--- config.mk ---
export PLATFORM = sky130hd
export DESIGN_NAME = pose_rotate_and_accumulate_core
export DESIGN_NICKNAME = d
export VERILOG_FILES = /design/src/design/pra_pkg.sv /design/src/design/pra_mul.sv /design/src/design/pra_rot.sv /design/src/design/pose_rotate_and_accumulate_core.sv
export SDC_FILE = /design/constraint.sdc
export NUM_CORES = 2
export LEC_CHECK = 0
export ABC_AREA = 1
export BUFFER_PORTS_ARGS = -buffer_cell sky130_fd_sc_hd__buf_2
export CELL_PAD_IN_SITES_DETAIL_PLACEMENT = 0
export CELL_PAD_IN_SITES_GLOBAL_PLACEMENT = 1
export CORE_ASPECT_RATIO = 1.75
export CORE_MARGIN = 2
export CORE_UTILIZATION = 45
export DETAILED_ROUTE_END_ITERATION = 10
export GPL_ROUTABILITY_DRIVEN = 0
export GPL_TIMING_DRIVEN = 1
export PLACE_DENSITY_LB_ADDON = 0.05
export SYNTH_ARGS = -nofsm -noshare
export SYNTH_HDL_FRONTEND = slang
export SYNTH_SLANG_ARGS = --single-unit
--- constraint.sdc ---
create_clock -name clk_i -period 11.34 [get_ports clk_i]
set_input_delay 0 -clock clk_i [delete_from_list [all_inputs] [get_ports clk_i]]
set_output_delay 0 -clock clk_i [all_outputs]
set_load 0.02 [all_outputs]
--- src/design/pra_pkg.sv ---
// Shared types, constants and the arctangent table for the pose rotate and accumulate block.
package pra_pkg;

  localparam int unsigned CORDIC_STEPS_DEF = 16;
  localparam int unsigned STEP_W = 5;
  localparam int unsigned ATAN_ENTRIES = 30;

  localparam int unsigned DW = 32;
  localparam int unsigned OPA_W = 33;
  localparam int unsigned PW = OPA_W + DW;
  localparam int unsigned GUARD = 14;
  localparam int unsigned XW = 48;
  localparam int unsigned RW = XW - GUARD;
  localparam int unsigned ZW = 34;

  localparam logic signed [DW-1:0] GAIN_Q31  = 32'sd1304065748;
  localparam logic signed [DW-1:0] RAD_TO_BA = 32'sd683565276;
  localparam logic signed [DW-1:0] DEG_TO_BA = 32'sd11930465;

  typedef enum logic [2:0] {
    ACT_MOVE_GLOBAL = 3'd0,
    ACT_MOVE_LOCAL  = 3'd1,
    ACT_ROT_RAD     = 3'd2,
    ACT_ROT_DEG     = 3'd3,
    ACT_SET_POS     = 3'd4,
    ACT_SET_HEADING = 3'd5
  } action_e;

  typedef struct packed {
    logic              load_x;
    logic              load_y;
    logic              step;
    logic [STEP_W-1:0] idx;
  } rot_ctrl_t;

  function automatic logic [DW-1:0] atan_ba(input logic [STEP_W-1:0] idx);
    logic [DW-1:0] r;
    case (idx)
      5'd0:    r = 32'h20000000;
      5'd1:    r = 32'h12E4051E;
      5'd2:    r = 32'h09FB385B;
      5'd3:    r = 32'h051111D4;
      5'd4:    r = 32'h028B0D43;
      5'd5:    r = 32'h0145D7E1;
      5'd6:    r = 32'h00A2F61E;
      5'd7:    r = 32'h00517C55;
      5'd8:    r = 32'h0028BE53;
      5'd9:    r = 32'h00145F2F;
      5'd10:   r = 32'h000A2F98;
      5'd11:   r = 32'h000517CC;
      5'd12:   r = 32'h00028BE6;
      5'd13:   r = 32'h000145F3;
      5'd14:   r = 32'h0000A2FA;
      5'd15:   r = 32'h0000517D;
      5'd16:   r = 32'h000028BE;
      5'd17:   r = 32'h0000145F;
      5'd18:   r = 32'h00000A30;
      5'd19:   r = 32'h00000518;
      5'd20:   r = 32'h0000028C;
      5'd21:   r = 32'h00000146;
      5'd22:   r = 32'h000000A3;
      5'd23:   r = 32'h00000051;
      5'd24:   r = 32'h00000029;
      5'd25:   r = 32'h00000014;
      5'd26:   r = 32'h0000000A;
      5'd27:   r = 32'h00000005;
      5'd28:   r = 32'h00000003;
      5'd29:   r = 32'h00000001;
      default: r = '0;
    endcase
    return r;
  endfunction

endpackage

--- src/design/pra_mul.sv ---
// Shared signed multiplier with a registered product.
module pra_mul (
  input  logic                             clk_i,
  input  logic signed [pra_pkg::OPA_W-1:0] op_a_i,
  input  logic signed [pra_pkg::DW-1:0]    op_b_i,
  output logic signed [pra_pkg::PW-1:0]    prod_o
);
  import pra_pkg::*;

  logic signed [PW-1:0] prod_q;

  always_ff @(posedge clk_i) begin
    prod_q <= PW'(op_a_i) * PW'(op_b_i);
  end

  assign prod_o = prod_q;

endmodule

--- src/design/pra_rot.sv ---
// CORDIC rotation datapath: prescale load and one micro-rotation per cycle.
module pra_rot (
  input  logic                          clk_i,
  input  pra_pkg::rot_ctrl_t            ctrl_i,
  input  logic signed [pra_pkg::PW-1:0] prod_i,
  input  logic [pra_pkg::DW-1:0]        z_init_i,
  output logic signed [pra_pkg::RW-1:0] rx_o,
  output logic signed [pra_pkg::RW-1:0] ry_o
);
  import pra_pkg::*;

  logic signed [XW-1:0] x_q, y_q;
  logic signed [ZW-1:0] z_q;
  logic signed [PW-1:0] prod_rnd;
  logic signed [XW-1:0] pre;
  logic signed [XW-1:0] dx, dy;
  logic signed [ZW-1:0] at;
  logic signed [XW-1:0] x_rnd, y_rnd;

  always_comb begin
    prod_rnd = prod_i + PW'(65536);
    pre      = prod_rnd[XW+16:17];
    dx       = y_q >>> ctrl_i.idx;
    dy       = x_q >>> ctrl_i.idx;
    at       = ZW'(atan_ba(ctrl_i.idx));
    x_rnd    = x_q + XW'(8192);
    y_rnd    = y_q + XW'(8192);
  end

  always_ff @(posedge clk_i) begin
    if (ctrl_i.load_x) begin
      x_q <= pre;
    end
    if (ctrl_i.load_y) begin
      y_q <= pre;
      z_q <= ZW'($signed(z_init_i));
    end
    if (ctrl_i.step) begin
      if (!z_q[ZW-1]) begin
        x_q <= x_q - dx;
        y_q <= y_q + dy;
        z_q <= z_q - at;
      end else begin
        x_q <= x_q + dx;
        y_q <= y_q - dy;
        z_q <= z_q + at;
      end
    end
  end

  assign rx_o = x_rnd[XW-1:GUARD];
  assign ry_o = y_rnd[XW-1:GUARD];

endmodule

--- src/design/pose_rotate_and_accumulate_core.sv ---
// Top level: sequencer, pose registers and handshakes of the pose rotate and accumulate block.
// Keeps a Q16.16 position and a 32-bit binary-angle heading and returns the pose after every
// request. One request is in flight at a time; in_stall_o is high from acceptance until the
// result is registered. A local move runs ST_MUL_X and ST_MUL_Y (two multiplier passes for the
// gain prescale), ST_LOAD_Y (one load), ST_ROT (CORDIC_STEPS passes through the iterative
// micro-rotation unit) and ST_DONE (one accumulate). Angle requests run ST_MUL_A (one multiplier
// pass), ST_ANG (one heading update) and ST_DONE (one write-back); global moves, position sets
// and unknown actions go straight to ST_DONE. Position sums saturate, the heading wraps.
module pose_rotate_and_accumulate_core #(
  parameter int unsigned CORDIC_STEPS = pra_pkg::CORDIC_STEPS_DEF
) (
  input  logic                          clk_i,
  input  logic                          rst_ni,
  input  logic                          in_valid_i,
  output logic                          in_stall_o,
  input  logic [2:0]                    action_i,
  input  logic signed [pra_pkg::DW-1:0] vec_x_i,
  input  logic signed [pra_pkg::DW-1:0] vec_y_i,
  input  logic signed [pra_pkg::DW-1:0] angle_in_i,
  output logic                          out_valid_o,
  input  logic                          out_stall_i,
  output logic signed [pra_pkg::DW-1:0] pos_x_o,
  output logic signed [pra_pkg::DW-1:0] pos_y_o,
  output logic [pra_pkg::DW-1:0]        heading_o
);
  import pra_pkg::*;

  typedef enum logic [2:0] {
    ST_IDLE,
    ST_MUL_X,
    ST_MUL_Y,
    ST_LOAD_Y,
    ST_ROT,
    ST_MUL_A,
    ST_ANG,
    ST_DONE
  } state_e;

  state_e               state_q;
  logic [STEP_W-1:0]    step_q;
  logic                 out_valid_q;
  logic [2:0]           action_q;
  logic signed [DW-1:0] vec_x_q, vec_y_q, angle_q;
  logic signed [DW-1:0] cur_x_q, cur_y_q;
  logic [DW-1:0]        cur_head_q, head_new_q;

  logic                    accept, out_free, fold;
  logic signed [OPA_W-1:0] op_a;
  logic signed [DW-1:0]    op_b;
  logic signed [PW-1:0]    prod;
  logic signed [PW-1:0]    prod_rnd;
  logic [DW-1:0]           ba;
  logic [DW-1:0]           z_init;
  rot_ctrl_t               rot_ctrl;
  logic signed [RW-1:0]    rx, ry;
  logic signed [RW-1:0]    mx, my;
  logic signed [RW:0]      sum_x, sum_y;
  logic signed [DW-1:0]    sat_x, sat_y;

  function automatic logic signed [DW-1:0] sat(input logic signed [RW:0] v);
    logic signed [DW-1:0] r;
    if ((v[RW:DW-1] == '0) || (v[RW:DW-1] == '1)) begin
      r = v[DW-1:0];
    end else if (v[RW]) begin
      r = {1'b1, {(DW-1){1'b0}}};
    end else begin
      r = {1'b0, {(DW-1){1'b1}}};
    end
    return r;
  endfunction

  assign accept   = in_valid_i && !in_stall_o;
  assign out_free = !out_valid_q || !out_stall_i;
  assign fold     = cur_head_q[DW-1] ^ cur_head_q[DW-2];
  assign z_init   = fold ? {~cur_head_q[DW-1], cur_head_q[DW-2:0]} : cur_head_q;

  always_comb begin
    op_a = OPA_W'(angle_q);
    op_b = RAD_TO_BA;
    unique case (state_q)
      ST_MUL_X: begin
        op_a = fold ? -OPA_W'(vec_x_q) : OPA_W'(vec_x_q);
        op_b = GAIN_Q31;
      end
      ST_MUL_Y: begin
        op_a = fold ? -OPA_W'(vec_y_q) : OPA_W'(vec_y_q);
        op_b = GAIN_Q31;
      end
      ST_MUL_A: begin
        op_b = (action_q == ACT_ROT_DEG) ? DEG_TO_BA : RAD_TO_BA;
      end
      default: begin
      end
    endcase
  end

  pra_mul u_mul (
    .clk_i  (clk_i),
    .op_a_i (op_a),
    .op_b_i (op_b),
    .prod_o (prod)
  );

  always_comb begin
    rot_ctrl.load_x = (state_q == ST_MUL_Y);
    rot_ctrl.load_y = (state_q == ST_LOAD_Y);
    rot_ctrl.step   = (state_q == ST_ROT);
    rot_ctrl.idx    = step_q;
  end

  pra_rot u_rot (
    .clk_i    (clk_i),
    .ctrl_i   (rot_ctrl),
    .prod_i   (prod),
    .z_init_i (z_init),
    .rx_o     (rx),
    .ry_o     (ry)
  );

  always_comb begin
    prod_rnd = prod + PW'(32768);
    ba       = prod_rnd[DW+15:16];
    mx       = (action_q == ACT_MOVE_LOCAL) ? rx : RW'(vec_x_q);
    my       = (action_q == ACT_MOVE_LOCAL) ? ry : RW'(vec_y_q);
    sum_x    = (RW+1)'(cur_x_q) + (RW+1)'(mx);
    sum_y    = (RW+1)'(cur_y_q) + (RW+1)'(my);
    sat_x    = sat(sum_x);
    sat_y    = sat(sum_y);
  end

  always_ff @(posedge clk_i or negedge rst_ni) begin
    if (!rst_ni) begin
      state_q     <= ST_IDLE;
      step_q      <= '0;
      out_valid_q <= 1'b0;
      cur_x_q     <= '0;
      cur_y_q     <= '0;
      cur_head_q  <= '0;
    end else begin
      out_valid_q <= (out_valid_q && out_stall_i) || ((state_q == ST_DONE) && out_free);
      unique case (state_q)
        ST_IDLE: begin
          if (accept) begin
            unique case (action_e'(action_i))
              ACT_MOVE_LOCAL:                          state_q <= ST_MUL_X;
              ACT_ROT_RAD, ACT_ROT_DEG, ACT_SET_HEADING: state_q <= ST_MUL_A;
              default:                                 state_q <= ST_DONE;
            endcase
          end
        end
        ST_MUL_X:  state_q <= ST_MUL_Y;
        ST_MUL_Y:  state_q <= ST_LOAD_Y;
        ST_LOAD_Y: begin
          step_q  <= '0;
          state_q <= ST_ROT;
        end
        ST_ROT: begin
          step_q <= step_q + STEP_W'(1);
          if (step_q == STEP_W'(CORDIC_STEPS - 1)) begin
            state_q <= ST_DONE;
          end
        end
        ST_MUL_A:  state_q <= ST_ANG;
        ST_ANG:    state_q <= ST_DONE;
        ST_DONE: begin
          if (out_free) begin
            unique case (action_e'(action_q))
              ACT_MOVE_GLOBAL, ACT_MOVE_LOCAL: begin
                cur_x_q <= sat_x;
                cur_y_q <= sat_y;
              end
              ACT_SET_POS: begin
                cur_x_q <= vec_x_q;
                cur_y_q <= vec_y_q;
              end
              ACT_ROT_RAD, ACT_ROT_DEG, ACT_SET_HEADING: begin
                cur_head_q <= head_new_q;
              end
              default: begin
              end
            endcase
            state_q <= ST_IDLE;
          end
        end
        default: state_q <= ST_IDLE;
      endcase
    end
  end

  always_ff @(posedge clk_i) begin
    if (accept) begin
      action_q <= action_i;
      vec_x_q  <= vec_x_i;
      vec_y_q  <= vec_y_i;
      angle_q  <= angle_in_i;
    end
    if (state_q == ST_ANG) begin
      head_new_q <= (action_q == ACT_SET_HEADING) ? ba : cur_head_q + ba;
    end
  end

  assign in_stall_o  = (state_q != ST_IDLE);
  assign out_valid_o = out_valid_q;
  assign pos_x_o     = cur_x_q;
  assign pos_y_o     = cur_y_q;
  assign heading_o   = cur_head_q;

endmodule
# Yosys cells after proc, flatten, opt, wreduce, memory -nomap -nowiden
# Memories as Yosys holds them, arrays and structs flattened.
# Cells that the tools add are included.
[op_classes] add_sub_neg=16 multipliers=1 eq_ne=22 shifts=2 mux=30 bitwise=2 n_reduce_logical=25
[ops] op="$mux W48" n=6
[ops] op="$mux W32" n=6
[ops] op="$mux W34" n=5
[ops] op="$pmux W32 S2" n=2
[ops] op="$add A48 B15 Y48 const B" n=2
[ops] op="$add A48 B48 Y48" n=2
[ops] op="$sshr A48 B5 Y48" n=2
[ops] op="$sub A48 B48 Y48" n=2
[ops] op="$add A32 B34 Y35" n=2
[ops] op="$mux W33" n=2
[ops] op="$neg A32 Y33" n=2
[ops] op="$pmux W33 S2" n=1
[ops] op="$add A65 B18 Y65 const B" n=1
[ops] op="$mul A33 B32 Y65" n=1
[ops] op="$pmux W31 S2" n=1
[ops] op="$add A48 B17 Y48 const B" n=1
[ops] op="$add A34 B33 Y34" n=1
[ops] op="$sub A34 B33 Y34" n=1
[ops] op="$add A32 B32 Y32" n=1
[ops] op="$mux W30" n=1
[ops] op="$pmux W3 S8" n=1
[ops] op="$eq A3 B3 Y1 const B" n=7
[ops] op="$eq A3 B2 Y1 const B" n=6
[ops] op="$pmux W5 S2" n=1
[ops] op="20 further kinds" n=41
[totals] ff_bits=431 romBits=960 word_cells=114 memories=1
[memory_table] memory="(no name shown)" depth=32 width=30 rd=1 rd_clocked_by_memory_dff=0 write_ports=0 line="pra_pkg.sv:38" rtl="case (idx)"

# Depth between registers and ports, before layout
[logic_depth] depth_word=7 depth_mapped=50 depth_no_buf=50

# By module
# From an unflattened synthesis, not the netlist that was laid out.
[hier_totals] cells_unflattened=12636 hier_area_um2=87039.7
[by_module_without_submodules] mod="pra_mul" n_inst=1 cells_per_inst=5398 area_each_um2=41821.4 seq_area_each_um2=1301.2
[by_module_without_submodules] mod="pra_rot" n_inst=1 cells_per_inst=4350 area_each_um2=25244.2 seq_area_each_um2=3903.7
[by_module_without_submodules] mod="pose_rotate_and_accumulate_core" n_inst=1 cells_per_inst=2888 area_each_um2=19974.2 seq_area_each_um2=6561.3

# Least setup slack after synthesis
# Ideal clock, no wire load.
[synth_timing] path_type="reg-to-reg" startpoint="reg vec_x_q[0]" endpoint="reg u_mul.prod_q[58] (netlist: u_mul.prod_o[58])" setup_ns=0.072 arrival_ns=8.510 required_time_ns=11.268 path_slack_ns=2.759 stages_incl_launch_ff=38 path_buffers=0 synth_period_minus_slack_ns=8.581 path_cell_list="edfxtp_1 -> inv_1 -> ha_1 -> nand3_2 -> nor2_4 -> nand3_1 -> o21ai_0 -> nand2_1 -> nand3_1 -> nand2_1 -> inv_1 -> nand2_1 -> nand2_1 -> inv_1 -> ha_1 -> inv_1 -> fa_1 -> inv_1 -> (+2 left out) -> fa_1 -> inv_1 -> fa_1 -> fa_1 -> fa_1 -> inv_1 -> fa_1 -> inv_1 -> ha_1 -> nand2_1 -> nor2_1 -> inv_1 -> nor2_1 -> nand2_1 -> o21ai_0 -> nand3_1 -> nand2_1 -> xor2_1"
[synth_via] elab_chain_cells=4
[synth_rtl] element="from (decl)" line="pose_rotate_and_accumulate_core.sv:43" rtl="logic signed [DW-1:0] vec_x_q, vec_y_q, angle_q;"
[synth_rtl] element="from (signal assigned)" line="pose_rotate_and_accumulate_core.sv:193" rtl="vec_x_q <= vec_x_i;"
[synth_rtl] element="$neg A32 Y33" line="pose_rotate_and_accumulate_core.sv:82" rtl="op_a = fold ? -OPA_W'(vec_x_q) : OPA_W'(vec_x_q);"
[synth_rtl] element="$mux W33 *" line="pose_rotate_and_accumulate_core.sv:82"
[synth_rtl] element="$pmux W33 S2 *" line="pose_rotate_and_accumulate_core.sv:80" rtl="unique case (state_q)"
[synth_rtl] element="$mul A33 B32 Y65 *" line="pra_mul.sv:13" rtl="prod_q <= PW'(op_a_i) * PW'(op_b_i);"
[synth_rtl] element="to (signal assigned)" line="pra_mul.sv:13"
[synth_rtl] element="to (decl)" line="pra_mul.sv:10" rtl="logic signed [PW-1:0] prod_q;"
# Mark *: on every way between the ends. The rest lies on a longest branch, timed or not.
# A chain may end at the register's enable or synchronous reset.

# Worst setup path in the final report
[layout_timing] startpoint="reg vec_x_q[0]" endpoint="reg u_mul.prod_q[59] (netlist: u_mul.prod_o[59])"
# Same word-level chain as after synthesis.

==> metrics.csv <==
stage,metric,value,unit
outcome,outcome,finished with violations,
outcome,violations,capacitance limit,
finish,layout_commonest_cell,nand2_1,
yosys,synth_enable_flop_cells,261,
sta,fin_crit_sh,0.966,
worst_setup_path,path_max_fanout,7,
place,dpl.hpwl,284,mm
finish,nFillCells,16800,
worst_setup_path,critPathCaptureType,register,
drt,post_drt_wl_per_cell,26.5,µm
flow_run,cap_violations,1,
finish,drive_gt1_frac,0.0560,
yosys,yosysSeqAreaShare,0.155,
clock_tree,cts.sink_count,416,
die,die-area,167000,µm²
worst_setup_path,cp-start-kind,register,
worst_setup_path,crit_slowest_cell,o21ai_1,
yosys,ys_top_cells_by_area,"fa_1 22%, nand2_1 13%, edfxtp_1 11%",
yosys,async_flop_share,0.252,
die,die_x,310,µm
min_path,hold_path.class,input pin to register,
min_path,hold_path_depth,2,
die,ioPinCount,201,
sta,finalCriticalPeriod,10.95,ns
worst_setup_path,worstPathArrival,11.59,ns
global_route,grt_max_degree,80,
drt,drcViolationCount,0,
clock_tree,clockBufferDepth,3,
clock_tree,clkTransAtPathRegs,0.07,ns
sta,skew,0.0722,ns
yosys,syn_area,73800,µm²
yosys,ys_seq_elements,416,
sta,fin_tns_setup,0,ns
yosys,syn_inst,10300,
die,initial_core_util,0.453,
drt,drt_wl_total,340,mm
sta,hold_violations,0,
worst_setup_path,reg2reg_depth,39,
place,io_buffers,200,
sta,finalMaxSlewViolations,0,
global_route,grt-ovfl-total,0,
finish,mostFrequentLayoutCells,"2,470 x nand2_1, 1,950 x inv_1, 862 x nand3_1, 796 x fa_1, 766 x nor2_1",
yosys,syn_avg_cell_area,7.14,µm²
die,core_region_area,163000,µm²
yosys,synth_largest_area_cell,fa_1,
drt,dr.first_iter.drc_count,5871,
global_route,grt_pass1_wl,489,mm
die,die_y,540,µm
worst_setup_path,worstSetupPathType,register to register,
die,fp-row-count,196,
finish,nets,12100,
drt,via_per_inst,5.62,
global_route,grt_usage,0.406,
sta,max_slew.worst_pin.slew,1.48,ns
yosys,yosysUniqueCellTypes,66,
worst_setup_path,required,11.98,ns
finish,multi_input_area,53900,µm²
sta,rsz0062_at_grt,no,
yosys,synth_top_area_frac,0.216,
yosys,synth_flop_cell,edfxtp_1,
finish,syn2layout_area_growth,9.59,%
worst_setup_path,slowest_delay,0.67,ns
sta,fmax,91.3,MHz
sta,hold_ws,0.0300,ns
global_route,antenna_found_initial,20,
drt,ant_nets,0,
yosys,yosys_warnings,0,
drt,dr.pass1.iters,7,
finish,seq_area,11500,µm²
clock_tree,h-tree-depth,2,
clock_tree,cts_tree,yes,
clock_tree,cts_root_buf,clkbuf_16,
sta,setup_violations,0,
clock_tree,clock_latency,0.75,ns
sta,worst_slew_margin_rel,0.00914,
global_route,grt_pass1_vias,74500,
clock_tree,cts_made_buffers,53,
worst_setup_path,path_common_cell,inv_1,
drt,vias,72100,
flip-flops by register name, summed over array words and instances (netlist names):
register and count:
u_mul.prod_o 50, u_rot.x_q 48, u_rot.y_q 48, u_rot.z_q 34, angle_q 32, head_new_q 32, heading_o 32, pos_x_o 32
pos_y_o 32, vec_x_q 32, vec_y_q 32, step_q 5, action_q 3, state_q 3, out_valid_o 1
final cells by class:
type	instances	share of cell area
Sequential cell	416	0.142
Clock buffer	58	0.0177
Tap cell	2178	0.0337
Clock inverter	42	0.00582
Inverter	1986	0.0922
Multi-Input combinational cell	7695	0.666
Antenna cell	5	0.000155
Timing Repair Buffer	459	0.0422
what timing repair did:
action,4_1_cts,5_1_grt
setup buffers,0,0
hold buffers,171,0
endpoints found under the setup margin,0,4
gates resized for setup,0,2
hold endpoints to repair,163,0
Yosys cell counts (all sizes together), types with 29 or more instances:
cell type / count
xor2: 262
fa: 796
nand4: 73
edfxtp: 261
nand2: 2503
nor3: 112
o21a: 29
a31oi: 75
nor2: 797
nand3: 869
ha: 617
clkbuf: 121
buf: 126
dfxtp: 50
o21ai: 506
a21oi: 614
a21o: 37
mux2: 30
o21bai: 35
xnor2: 118
inv: 1983
or2: 39
dfrtp: 105
worst paths after layout:
path	to	startpoint	slack [ns]
worst max-delay path	u_mul.prod_o[59]	vec_x_q[0]	0.39
worst min register to register	heading_o[4]	head_new_q[4]	0.47
min in group asynchronous	pos_y_o[22]	rst_ni	0.48
worst max register to register	u_mul.prod_o[59]	vec_x_q[0]	0.39
worst min-delay path	vec_x_q[6]	vec_x_i[6]	0.03
max in group asynchronous	step_q[2]	rst_ni	10.08
logic make-up (layout without fill, tap and decap cells):
kind of cell	after synthesis	count (layout)	synth area share
buf+inv	2233	2545	0.117
other cells	2	22	0.000102
flops	416	416	0.155
xor+xnor	380	380	0.0457
fa+ha+maj	1413	1413	0.321
mux	32	32	0.00485
simple gates	4451	4451	0.253
compound gates	1402	1402	0.104
metal layers:
metal	vias up	track usage	routed length, µm
li1	33300	-	-
met1	34300	0.399	110000
met2	3171	0.688	162000
met3	1314	0.0770	22400
met4	10	0.424	45000
met5	-	0	73
worst max-delay path: cells and delay by family (launching register included):
family | cells | cell delay [ns]
AND/OR/NAND/NOR | 16 | 3.57
adder cells (fa/ha/maj) | 10 | 4.43
XOR/XNOR | 1 | 0.14
buffers and inverters | 7 | 0.59
AO/OA/AOI/OAI | 5 | 1.73
flip-flops | 1 | 0.36
through the flow:
step           setup slack, ns  std cells  utilization  instance area, µm²
2_1_floorplan             2.76      10300            -               73800
4_1_cts                  0.225      12800        0.496               80800
6_report                 0.390      12800        0.497               80900
3_3_place_gp             0.291      12600        0.474               77200
5_1_grt                 0.0548      12800        0.497               80800
3_5_place_dp             0.249      12600        0.474               77200
Power is not shown: default switching activity piles up to over one toggle a cycle in this logic, so the estimate is an artifact.
